### src/rtl/sssd_pkg.sv
// Shared types, mode codes and glyph constants for the seven-segment scan driver.
package sssd_pkg;

  typedef logic [2:0] mode_t;
  typedef logic [7:0] seg_t;

  localparam mode_t MODE_WORKING  = 3'd0;
  localparam mode_t MODE_PREHEAT  = 3'd1;
  localparam mode_t MODE_SET_ONE  = 3'd2;
  localparam mode_t MODE_SET_TWO  = 3'd3;
  localparam mode_t MODE_DEBUG    = 3'd4;

  localparam seg_t MIRROR_MASK    = 8'b1100_0000;
  localparam seg_t POINT_KEEP     = 8'd127;
  localparam seg_t FALLBACK_GLYPH = 8'b1011_0110;
  localparam seg_t MARKER_ONE     = 8'b1111_1110;
  localparam seg_t MARKER_TWO     = 8'b1111_0111;
  localparam seg_t BLANK_GLYPH    = 8'hFF;

  localparam int unsigned PHASE_LAST = 5;

  // Active-low glyph for one decimal digit; anything above nine shows the fallback.
  function automatic seg_t glyph_of(input logic [3:0] d);
    seg_t g;
    case (d)
      4'd0:    g = 8'hC0;
      4'd1:    g = 8'hF9;
      4'd2:    g = 8'hA4;
      4'd3:    g = 8'hB0;
      4'd4:    g = 8'h99;
      4'd5:    g = 8'h92;
      4'd6:    g = 8'h82;
      4'd7:    g = 8'hD8;
      4'd8:    g = 8'h80;
      4'd9:    g = 8'h90;
      default: g = FALLBACK_GLYPH;
    endcase
    return g;
  endfunction

endpackage

### src/rtl/seven_segment_scan_driver.sv
// Three-digit multiplexed seven-segment scan driver with preheat animation.
//
//   channel | direction | handshake          | payload
//   in      | input     | in_valid/in_stall  | in_shown_value, in_view_mode
//   out     | output    | out_valid/out_stall| out_segment_byte, out_select_byte,
//           |           |                    | out_ports_written
//
// One beat per cycle unless stalled: a tick is decoded between the input ports and the
// result register, and its beat appears in the cycle after acceptance. The digit split
// (constant reciprocal multiply and shift-add corrections) and the glyph lookup set the
// path into the result register. in_stall follows out_stall only while a result beat is
// held, so a new tick is taken in the same cycle a held beat leaves. Synchronous
// active-low reset clears digit position, animation state and the held port values.
module seven_segment_scan_driver #(
  parameter int unsigned ANIM_DIVIDE = 70
) (
  input  logic                clk,
  input  logic                rst_n,
  input  logic                in_valid,
  output logic                in_stall,
  input  logic [15:0]         in_shown_value,
  input  sssd_pkg::mode_t     in_view_mode,
  output logic                out_valid,
  input  logic                out_stall,
  output sssd_pkg::seg_t      out_segment_byte,
  output sssd_pkg::seg_t      out_select_byte,
  output logic                out_ports_written
);
  import sssd_pkg::*;

  localparam logic [6:0] ANIM_LIMIT = 7'(ANIM_DIVIDE);

  logic [1:0] digit_r, digit_nxt;
  logic [6:0] prescale_r, prescale_nxt;
  logic [2:0] phase_r, phase_nxt;
  seg_t       seg_hold_r, seg_hold_nxt;
  seg_t       sel_hold_r, sel_hold_nxt;
  logic       written_r, written_nxt;
  logic       out_valid_r;

  logic        accept;
  logic [32:0] quot_prod;
  logic [9:0]  hundreds;
  logic [15:0] rem_full;
  logic [6:0]  rem100;
  logic [14:0] tens_prod;
  logic [3:0]  tens;
  logic [6:0]  tens_x10;
  logic [3:0]  units;
  seg_t        hund_glyph;
  seg_t        seg_new;
  seg_t        sel_onehot;
  logic        mode_known;

  assign in_stall = out_valid_r && out_stall;
  assign accept   = in_valid && !in_stall;

  // Split the value: hundreds by reciprocal, then tens and units from the remainder.
  always_comb begin
    quot_prod  = 33'(in_shown_value) * 33'd83887;
    hundreds   = quot_prod[32:23];
    rem_full   = in_shown_value - 16'({hundreds, 6'b0} + {1'b0, hundreds, 5'b0}
                                      + {4'b0, hundreds, 2'b0});
    rem100     = rem_full[6:0];
    tens_prod  = {1'b0, rem100, 7'b0} + {2'b0, rem100, 6'b0} + {5'b0, rem100, 3'b0}
                 + {6'b0, rem100, 2'b0} + {8'b0, rem100};
    tens       = tens_prod[14:11];
    tens_x10   = {tens, 3'b0} + {2'b0, tens, 1'b0};
    units      = 4'(rem100 - tens_x10);
    hund_glyph = (in_shown_value >= 16'd1000) ? FALLBACK_GLYPH : glyph_of(hundreds[3:0]);
  end

  always_comb begin
    prescale_nxt = prescale_r;
    phase_nxt    = phase_r;
    if (in_view_mode == MODE_PREHEAT) begin
      if (prescale_r > ANIM_LIMIT) begin
        prescale_nxt = '0;
        phase_nxt    = (phase_r < 3'(PHASE_LAST)) ? phase_r + 3'd1 : 3'd0;
      end else begin
        prescale_nxt = prescale_r + 7'd1;
      end
    end

    unique case (in_view_mode)
      MODE_WORKING, MODE_PREHEAT, MODE_SET_ONE, MODE_SET_TWO, MODE_DEBUG:
        mode_known = 1'b1;
      default:
        mode_known = 1'b0;
    endcase

    unique case (digit_r)
      2'd2:    seg_new = glyph_of(tens);
      2'd3:    seg_new = glyph_of(units);
      default: begin
        unique case (in_view_mode)
          MODE_WORKING: seg_new = hund_glyph & POINT_KEEP;
          MODE_DEBUG:   seg_new = hund_glyph;
          MODE_SET_ONE: seg_new = MARKER_ONE;
          MODE_SET_TWO: seg_new = MARKER_TWO;
          default:      seg_new = ~(8'b1 << phase_nxt);
        endcase
      end
    endcase

    sel_onehot = 8'b1 << ({1'b0, digit_r} + 3'd1);

    seg_hold_nxt = seg_hold_r;
    sel_hold_nxt = sel_hold_r;
    written_nxt  = 1'b0;
    if (digit_r != 2'd0 && mode_known) begin
      written_nxt = 1'b1;
      if (in_view_mode == MODE_PREHEAT && in_shown_value == 16'd0) begin
        seg_hold_nxt = (digit_r != 2'd1) ? BLANK_GLYPH : seg_new;
        sel_hold_nxt = sel_onehot | MIRROR_MASK;
      end else begin
        seg_hold_nxt = seg_new;
        sel_hold_nxt = sel_onehot | (seg_new & MIRROR_MASK);
      end
    end

    digit_nxt = (digit_r == 2'd3) ? 2'd1 : digit_r + 2'd1;
  end

  always_ff @(posedge clk) begin
    if (!rst_n) begin
      digit_r     <= '0;
      prescale_r  <= '0;
      phase_r     <= '0;
      seg_hold_r  <= '0;
      sel_hold_r  <= '0;
      written_r   <= 1'b0;
      out_valid_r <= 1'b0;
    end else begin
      if (accept) begin
        digit_r     <= digit_nxt;
        prescale_r  <= prescale_nxt;
        phase_r     <= phase_nxt;
        seg_hold_r  <= seg_hold_nxt;
        sel_hold_r  <= sel_hold_nxt;
        written_r   <= written_nxt;
        out_valid_r <= 1'b1;
      end else if (!out_stall) begin
        // drop the beat once taken
        out_valid_r <= 1'b0;
      end
    end
  end

  assign out_valid         = out_valid_r;
  assign out_segment_byte  = seg_hold_r;
  assign out_select_byte   = sel_hold_r;
  assign out_ports_written = written_r;

endmodule

### config.mk
export PLATFORM = sky130hd
export DESIGN_NAME = seven_segment_scan_driver
export DESIGN_NICKNAME = d
export VERILOG_FILES = /design/src/rtl/sssd_pkg.sv /design/src/rtl/seven_segment_scan_driver.sv
export SDC_FILE = /design/constraint.sdc
export NUM_CORES = 1
export LEC_CHECK = 0
export ABC_AREA = 1
export BUFFER_PORTS_ARGS = -buffer_cell sky130_fd_sc_hd__buf_4
export CAP_MARGIN = 25
export CORE_MARGIN = 3
export CORE_UTILIZATION = 50
export CTS_BUF_LIST = sky130_fd_sc_hd__clkbuf_16
export CTS_CLUSTER_DIAMETER = 120
export DETAILED_ROUTE_END_ITERATION = 6
export GPL_ROUTABILITY_DRIVEN = 0
export PLACE_DENSITY = 0.67
export SLEW_MARGIN = 10
export SYNTH_ARGS = -nofsm -noshare
export SYNTH_HDL_FRONTEND = slang
export SYNTH_SLANG_ARGS = --single-unit
### constraint.sdc
create_clock -name clk -period 14.7 [get_ports clk]
set_input_delay 1.47 -clock clk [delete_from_list [all_inputs] [get_ports clk]]
set_output_delay 1.47 -clock clk [all_outputs]
set_load 0.05 [all_outputs]
==> results of run 1 <==
placed cells by master (no fill, tap or decap), types with 2 or more instances in the layout:
cell type	n
a21boi_0	2
nand2_2	16
nor2_4	2
o21ai_2	2
xnor2_1	9
o221ai_1	2
buf_4	42
nand2_4	5
nor2_1	76
clkbuf_16	5
nand3_2	8
a31oi_1	3
o21ai_0	28
nor3_2	2
xor2_1	7
and3_1	2
nor3_1	7
nand3_1	43
a21oi_2	2
ha_1	168
or2_2	3
nand4_1	19
inv_1	282
o211ai_1	2
a211oi_1	3
a21o_1	2
o21ai_1	4
a21oi_1	48
fa_1	103
nor3b_1	2
nor2_2	5
dfxtp_1	30
nand2_1	193
o21bai_1	4
worst max-delay path: cells and delay by family:
| family | cells | cell delay, ps |
|---|---|---|
| buffers and inverters | 12 | 1010 |
| adders and majority gates | 13 | 5430 |
| xor gates and xnor gates | 1 | 290 |
| and+or+nand+nor | 19 | 2660 |
| AOI/OAI and AO/OA | 3 | 450 |
area by class of cell:
| cell class | count | area [um^2] |
|---|---|---|
| fillers | 1564 | 7057 |
| flip-flops and latches | 30 | 600.6 |
| repair buffers | 42 | 315.3 |
| clock inverters | 3 | 16.27 |
| well taps | 216 | 270.3 |
| inverters | 283 | 1062 |
| multi-input cells | 783 | 6726 |
| clock buffers | 5 | 125.1 |
synthesized netlist by cell type (2+ instances only):
| library cell | n |
|---|---|
| o21bai_1 | 4 |
| nor3_1 | 8 |
| buf_2 | 2 |
| o211ai_1 | 2 |
| o21ai_0 | 28 |
| a21oi_2 | 2 |
| nand2_4 | 5 |
| a21o_1 | 2 |
| nand4_1 | 19 |
| dfxtp_1 | 30 |
| nor2_4 | 2 |
| nor2_2 | 5 |
| or2_2 | 3 |
| nand3_2 | 8 |
| clkbuf_1 | 3 |
| xnor2_1 | 9 |
| nand3_1 | 43 |
| nor3b_1 | 2 |
| xor2_1 | 7 |
| a21oi_1 | 48 |
| o21ai_1 | 4 |
| a21boi_0 | 2 |
| a31oi_1 | 3 |
| nor2_1 | 76 |
| o21ai_2 | 2 |
| a211oi_1 | 3 |
| inv_1 | 282 |
| fa_1 | 103 |
| o221ai_1 | 2 |
| nand2_1 | 193 |
| nand2_2 | 16 |
| and3_1 | 2 |
| ha_1 | 168 |
worst max-delay path by stage:
| stage | endpoint | slack (ps) | cells past startpoint |
|---|---|---|---|
| after floorplan | out_segment_byte[6] | 4400 | 50 |
| after global placement | out_segment_byte[6] | 3550 | 48 |
| after detailed placement | out_select_byte[6] | 3400 | 48 |
| after CTS | out_select_byte[6] | 3610 | 48 |
| after global routing | out_segment_byte[6] | 2780 | 48 |
| final | out_select_byte[6] | 3600 | 48 |
metrics by stage:
stage	std cells	hold slack, ps	utilization (%)	instance area [um^2]
2_1_floorplan	1101	437.1	-	8406
3_3_place_gp	1354	420.8	55.49	8975
3_5_place_dp	1354	430.4	55.49	8975
4_1_cts	1362	437.7	56.37	9116
5_1_grt	1362	458.7	56.37	9116
6_report	1362	436.3	56.37	9116
registers in the layout, indices dropped and copies added (netlist names):
signal             count
out_segment_byte       8
out_select_byte        8
prescale_r             7
phase_r                3
digit_r                2
out_ports_written      1
out_valid              1
logic make-up (layout without fill, tap and decap cells):
logic type      Yosys count  count (layout)
flops                    30              30
xor+xnor                 17              17
simple gates            388             388
buf+inv                 288             333
compound gates          107             107
fa+ha+maj               271             271
per-layer routing:
layer,up-vias,wire length [um],part of all wire (%)
met5,-,0,0
met4,0,299,1.6
met3,22,763,4.0
met2,125,8918,47
met1,3140,8928,47
li1,3502,-,-
==> key figures, run 1 <==
Synthesis
  – Ranking of synthesized cells by area: ha_1, fa_1, inv_1, nand2_1, dfxtp_1
  – FFs w/ async S/R, synth: 0%
  – Mux contribution to synthesized area: 0%
  – Largest family of logic cells by synthesized area: adder cells
  – Post-synth EDFFs: 0
  – Synthesized cell area: 8406 um^2
  – Main synth FF type: dfxtp_1
  – Unique cell type count in the Yosys netlist: 46
  – Yosys warnings: 0
  – Register bit total from synthesis: 30
  – Synth Area in Compound Gates: 7.383%
  – XOR/XNOR Fraction of Synth Area: 1.861%
  – Synth Area in Adders: 49.54%
  – Synth Area in Simple Gates: 21.18%
  – Average size of a mapped cell: 7.634 um^2
  – Sequential fraction of the synthesis area: 7.145%
  – Gate Count Post-Synth: 1101
  – Synthesized net count: 1395
  – Synth top area share: 25.01%
  – Synth area leader: ha_1

Worst hold path
  – Worst hold endpoint: out_select_byte[0]
  – Hold_sp: out_select_byte[0]
  – Worst hold-check path type: flip-flop to flip-flop
  – Worst hold stages: 2

GRT
  – Initial antenna violation count: 0
  – GRT busiest layer: met2
  – Met3 Use GR: 2.043%
  – Vias in the first global route: 6950
  – Met2 usage: 37.89%
  – Global-route wire length before repair: 32920 um
  – Global route overflow: 0
  – Largest net degree at the start of global routing: 21
  – GRT Util Overall: 22.01%
  – Met1 Use GR: 30.79%

Worst setup path
  – R2r worst-path depth: 14
  – Kind of critical path: input port to flip-flop
  – CP Capture Type: flip-flop
  – CP dominant cell by count: inv_1
  – R2R Setup Slk: 12500 ps
  – RR Startpoint: prescale_r[0]
  – Crit path launch: in_shown_value[14]
  – CP max-delay cell: fa_1
  – Startpoint class of the critical path: input port
  – Req. time, crit path: 14930 ps
  – Crit path max fanout: 7
  – CP max stage delay: 570 ps
  – CP Data Arrival Time: 11330 ps
  – Reg-to-reg critical path endpoint: out_segment_byte[5]

Outcome
  – Outcome: finished with violations
  – Failing checks: DRC

Timing
  – Clock skew: 3.815 ps
  – Fin. max-slew vios: 0
  – Setup TNS Final: 0 ps
  – Setup violations, final: 0
  – RSZ-0062 raised after global routing: false
  – Final worst-path cycle share: 75.51%
  – Measured slew at the worst slew-check pin: 596.8 ps
  – Relative slew slack: 59.92%
  – Final hold vios: 0
  – Final Critical Period: 11100 ps
  – Final worst slack: 3600 ps
  – F_max: 90.09 MHz

Final layout
  – Post-layout nets: 1439
  – Area delta synth->final: 8.455%
  – ANT cells: 0
  – Share of cells above drive strength 1: 8.639%

Routing
  – Wire length per cell: 13.88 um
  – DRC Markers: 2
  – DR iter-0 viols: 345
  – Post-DR vias/cell: 4.985
  – Post-route ant nets: 0
  – Routed wire length: 18910 um
  – 1st-pass router iterations: 7
  – Via count: 6789

CTS
  – Clk_lat worst skew: 280 ps
  – Clock edge transition at the registers on the reported setup and hold paths: 50 ps
  – Post-cts hold buffer count: 0
  – Sink Count: 30
  – Number of setup buffers added after CTS: 0
  – CTS H-tree depth: 2
  – Post-CTS sizing: 0
  – CTS Root Cell: clkbuf_16
  – CTS buffer count: 5
  – CTS tree: built
  – Max clock buf depth: 2

Floorplanning
  – Rows: 46
  – Die width: 135.7 um
  – Die height: 135.7 um
  – Die area: 18400 um^2
  – Core ar.: 16170 um^2
  – Starting Density: 51.97%
  – I/O pins: 42

Run
  – # Max-Cap Violations: 0

Placement
  – Port bufs: 41
  – Placement Setup Slack: 3400 ps
  – Hpwl dp: 16990 um
Power of run 1 is not shown: default switching activity piles up to over one toggle a cycle in this logic, so the estimate is an artifact.
==> run 2, diff against run 1 <==
clock period = 10.5 ns   (was 14.7 ns; I/O delays follow)
==> run 2 against run 1 <==
  * The run now ends clean
  * Clock skew grew 1.7 ps
  * Utilization up 2.5 points
  * Sequential cell count unchanged
  * Sequential share of layout area fell by 0.28 points
  * First-iteration DRC count decreased by 11%
  * Critical endpoint is now out_segment_byte[6]
  * Largest cell class unchanged
==> key figures, run 2 (same netlist as run 1, synthesis figures left out) <==
Outcome
  – Outcome: finished clean

Worst setup path
  – CP Data Arrival Time: 10100 ps
  – Kind of critical path: input port to flip-flop
  – Startpoint class of the critical path: input port
  – CP Capture Type: flip-flop
  – CP dominant cell by count: inv_1
  – CP max stage delay: 630 ps
  – Crit path launch: in_shown_value[1]
  – RR Startpoint: prescale_r[0]
  – Crit path max fanout: 6
  – CP max-delay cell: fa_1
  – Req. time, crit path: 10720 ps

Routing
  – Post-route ant nets: 0
  – DR WL met2: 9372 um
  – DRC Markers: 0
  – Post-DR vias/cell: 4.941
  – Met3 routed WL: 958 um
  – DR top layer: met4
  – DR iter-0 viols: 307
  – Wire length per cell: 14.37 um
  – Via count: 6853
  – Met1 Wirelength: 9270 um
  – Routed wire length: 19940 um
  – 1st-pass router iterations: 5

Timing
  – Relative slew slack: 61.76%
  – Final hold vios: 0
  – Clock skew: 5.527 ps
  – F_max: 101.3 MHz
  – Final Critical Period: 9876 ps
  – Measured slew at the worst slew-check pin: 567.6 ps
  – Final worst-path cycle share: 94.06%
  – Setup violations, final: 0
  – Fin. max-slew vios: 0

CTS
  – Sink Count: 30
  – Max clock buf depth: 2
  – Clk_lat worst skew: 270 ps
  – CTS buffer count: 5
  – CTS tree: built
  – Clock edge transition at the registers on the reported setup and hold paths: 50 ps
  – CTS Root Cell: clkbuf_16
  – Post-cts hold buffer count: 0
  – CTS H-tree depth: 2

Final layout
  – FILL cells: 1463
  – Fin area: 9518 um^2
  – Commonest non-fill, non-tap cells in the layout: inv_1, nand2_1, ha_1
  – Post-layout nets: 1465
  – Register Area: 600.6 um^2
  – Area delta synth->final: 13.23%
  – ANT cells: 0
  – Multi-input logic area: 6912 um^2
  – Share of cells above drive strength 1: 13.49%
  – Final core utilization: 58.85%
  – Commonest non-fill, non-tap cell in the layout: inv_1

Floorplanning
  – Rows: 46
  – Die height: 135.7 um
  – Die area: 18400 um^2
  – Core ar.: 16170 um^2
  – Starting Density: 51.97%
  – I/O pins: 42
  – Die width: 135.7 um

GRT
  – Initial antenna violation count: 0
  – Vias in the first global route: 7085
  – Global route overflow: 0
  – Largest net degree at the start of global routing: 21
  – GRT Util Overall: 23.04%
  – Global-route wire length before repair: 34090 um

Placement
  – Hpwl dp: 17760 um
  – DP Area: 9110 um^2
  – Port bufs: 41

Worst hold path
  – Worst hold-check path type: flip-flop to flip-flop
  – Hold_sp: out_select_byte[0]

Run
  – # Max-Cap Violations: 0
-- run 2: cell count changes in the layout (fill, tap and decap cells not counted), sizes merged --
| cell | change |
|---|---|
| buf | +26 |
| bufinv | +1 |
| clkinv | -1 |
| inv | -1 |
-- run 2: worst paths after layout --
| check | slack (ps) | cells past startpoint | to |
|---|---|---|---|
| setup / recovery | 620 | 48 | out_segment_byte[6] |
| hold / removal | 430 | 2 | out_select_byte[0] |
| setup reg to reg | 8300 | 14 | out_segment_byte[5] |
| hold reg to reg | 430 | 2 | out_select_byte[0] |
-- run 2: final cells by class --
type	count	share of cell area (%)
Inverter	283	11.20
Timing Repair Buffer	68	5.363
Tap cell	216	2.839
Multi-Input combinational cell	783	72.62
Sequential cell	30	6.310
Clock buffer	5	1.315
Clock inverter	2	0.3549
-- run 2: repair_timing --
action,in CTS,in global routing
setup endpoints to repair,0,8
hold endpoints to repair,0,0
buffers inserted,0,8
gates resized for setup,0,38
-- run 2: metal layers --
| layer | vias up | track usage, % |
|---|---|---|
| li1 | 3548 | - |
| met1 | 3156 | 32.19 |
| met2 | 127 | 38.50 |
| met3 | 22 | 3.566 |
| met4 | 0 | 3.919 |
| met5 | - | 0 |
-- run 2: through the flow --
| step | setup TNS (ps) | std cells | hold WS, ps | worst slack [ps] |
|---|---|---|---|---|
| global placement | 0 | 1372 | 421.2 | 150.0 |
| global route | -134.7 | 1387 | 444.6 | -37.79 |
| detailed placement | -19.08 | 1372 | 425.2 | -11.12 |
| CTS | 0 | 1379 | 432.3 | 230.4 |
| floorplan | 0 | 1101 | 437.1 | 615.6 |
| finish | 0 | 1387 | 429.2 | 624.0 |
-- run 2: worst max-delay path, delay by kind of cell --
kind / cells / cell delay, ps
buffers and inverters: 13 / 960
xor gates and xnor gates: 1 / 200
adders and majority gates: 13 / 5320
and+or+nand+nor: 17 / 1850
AOI/OAI and AO/OA: 4 / 680
Power of run 2 is left out for the same reason.
==> run 3, diff against run 2 <==
CORE_UTILIZATION = 24   (was 50)
PLACE_DENSITY = unset   (was 0.67)
==> run 3 against run 2 <==
  * Via count rose by 2.7%
  * Final area grew 2.9%
  * Non-clock buffer count fell by 6
  * Worst setup slack worse by 22 ps
  * Critical path type unchanged
==> key figures, run 3 (same netlist as run 1, synthesis figures left out) <==
Placement
  – DP Area: 9393 um^2
  – Dpl cells: 1603
  – Hpwl dp: 18920 um
  – Placement Setup Slack: 20.99 ps
  – Port bufs: 41

Worst setup path
  – CP max stage delay: 580 ps
  – Startpoint class of the critical path: input port
  – CP Data Arrival Time: 10120 ps
  – R2r worst-path depth: 14
  – CP max-delay cell: fa_1
  – WP depth: 50
  – CP Capture Type: flip-flop
  – Req. time, crit path: 10720 ps
  – Crit path buf inv count: 10
  – Crit path max fanout: 6
  – Cell family with most CP delay: adder cells
  – Kind of critical path: input port to flip-flop

CTS
  – Clock edge transition at the registers on the reported setup and hold paths: 50 ps
  – CTS buffer count: 5
  – Sink Count: 30
  – Clk_lat worst skew: 270 ps
  – CTS Root Cell: clkbuf_16
  – CTS H-tree depth: 2
  – Post-cts hold buffer count: 0
  – CTS tree: built
  – Max clock buf depth: 2

Floorplanning
  – Rows: 67
  – I/O pins: 42
  – Die width: 193.1 um
  – Die height: 193.1 um
  – Die area: 37310 um^2
  – Core ar.: 34040 um^2
  – Starting Density: 24.70%

Timing
  – F_max: 101.0 MHz
  – Final Critical Period: 9898 ps
  – Final worst-path cycle share: 94.26%
  – Setup violations, final: 0
  – Fin. max-slew vios: 0
  – Relative slew slack: 52.52%
  – Final worst slack: 602.3 ps
  – Final hold vios: 0
  – Clock skew: 3.885 ps
  – Measured slew at the worst slew-check pin: 705.7 ps

Routing
  – Wire length per cell: 13.13 um
  – Post-DR vias/cell: 4.359
  – Post-route ant nets: 0
  – 1st-pass router iterations: 5
  – Via count: 7036
  – DR iter-0 viols: 424
  – DRC Markers: 0
  – Routed wire length: 21190 um

Final layout
  – Fin area: 9791 um^2
  – FILL cells: 3697
  – ANT cells: 0
  – Final core utilization: 28.77%
  – Cell Count, Final, Fillers Out: 1614
  – Commonest non-fill, non-tap cell in the layout: inv_1
  – Post-layout nets: 1459
  – Area delta synth->final: 16.48%
  – Share of cells above drive strength 1: 12.86%
  – Commonest non-fill, non-tap cells in the layout: inv_1, nand2_1, ha_1

GRT
  – Largest net degree at the start of global routing: 21
  – Global route overflow: 0
  – Initial antenna violation count: 0
  – Vias in the first global route: 7199
  – GRT Util Overall: 11.61%
  – Global-route wire length before repair: 35080 um

Run
  – # Max-Cap Violations: 0

Worst hold path
  – Worst hold stages: 2
  – Worst hold-check path type: flip-flop to flip-flop

Outcome
  – Outcome: finished clean
run 3: cell types whose count changed in the layout (fill, tap and decap cells not counted), moves of 3 or more:
cell     before  now
ha_1        157  160
inv_1       278  275
nand2_2      21   17
nand2_1     187  192
buf_4        68   62
run 3: per-stage QoR:
stage / hold slack, ps / TNS (ps)
5_1_grt: 460.6 / -21.89
6_report: 432.2 / 0
4_1_cts: 435.7 / 0
3_5_place_dp: 428.4 / 0
2_1_floorplan: 437.1 / 0
3_3_place_gp: 424.8 / 0
run 3: layout make-up:
type	instances	area, um^2	area share, %
multi-input combinational	783	6905	70.53
sequential	30	600.6	6.134
timing repair buffer	62	465.4	4.754
clock buffer	5	125.1	1.278
clock inverter	3	63.81	0.6518
inverter	283	1070	10.93
tap	448	560.5	5.725
run 3: path summary, 6_finish.rpt:
kind | from | end | slack (ps)
setup / recovery | in_shown_value[4] | out_select_byte[6] | 600
hold / removal | out_select_byte[0] | out_select_byte[0] | 430
setup reg to reg | prescale_r[0] | out_segment_byte[0] | 8270
hold reg to reg | out_select_byte[0] | out_select_byte[0] | 430
run 3: layer usage:
layer  share of wire, %  GRT usage, %  vias to the layer above
met5                  0             0                        -
met4                1.4         1.892                        0
met3                3.6        0.7594                       16
met2                 49         20.80                      121
met1                 46         15.64                     3354
li1                   -             -                     3545
run 3: timing repair:
| action | in CTS | in global routing |
|---|---|---|
| gates resized for setup | 0 | 34 |
| setup endpoints to repair | 0 | 8 |
| buffers inserted | 0 | 3 |
run 3: worst register-to-register path, stage by stage, from the launching register on:
cell,delay (ps)
dfxtp_1,330
inv_1,70
ha_1,190
o21ai_1,120
nand2_1,130
nor2_2,240
nand2_1,80
o21ai_1,190
inv_1,100
nor2_1,160
o21ai_0,110
a21oi_1,200
nand2_1,90
nand2_1,60
a21oi_1,60
Power of run 3 is left out for the same reason.
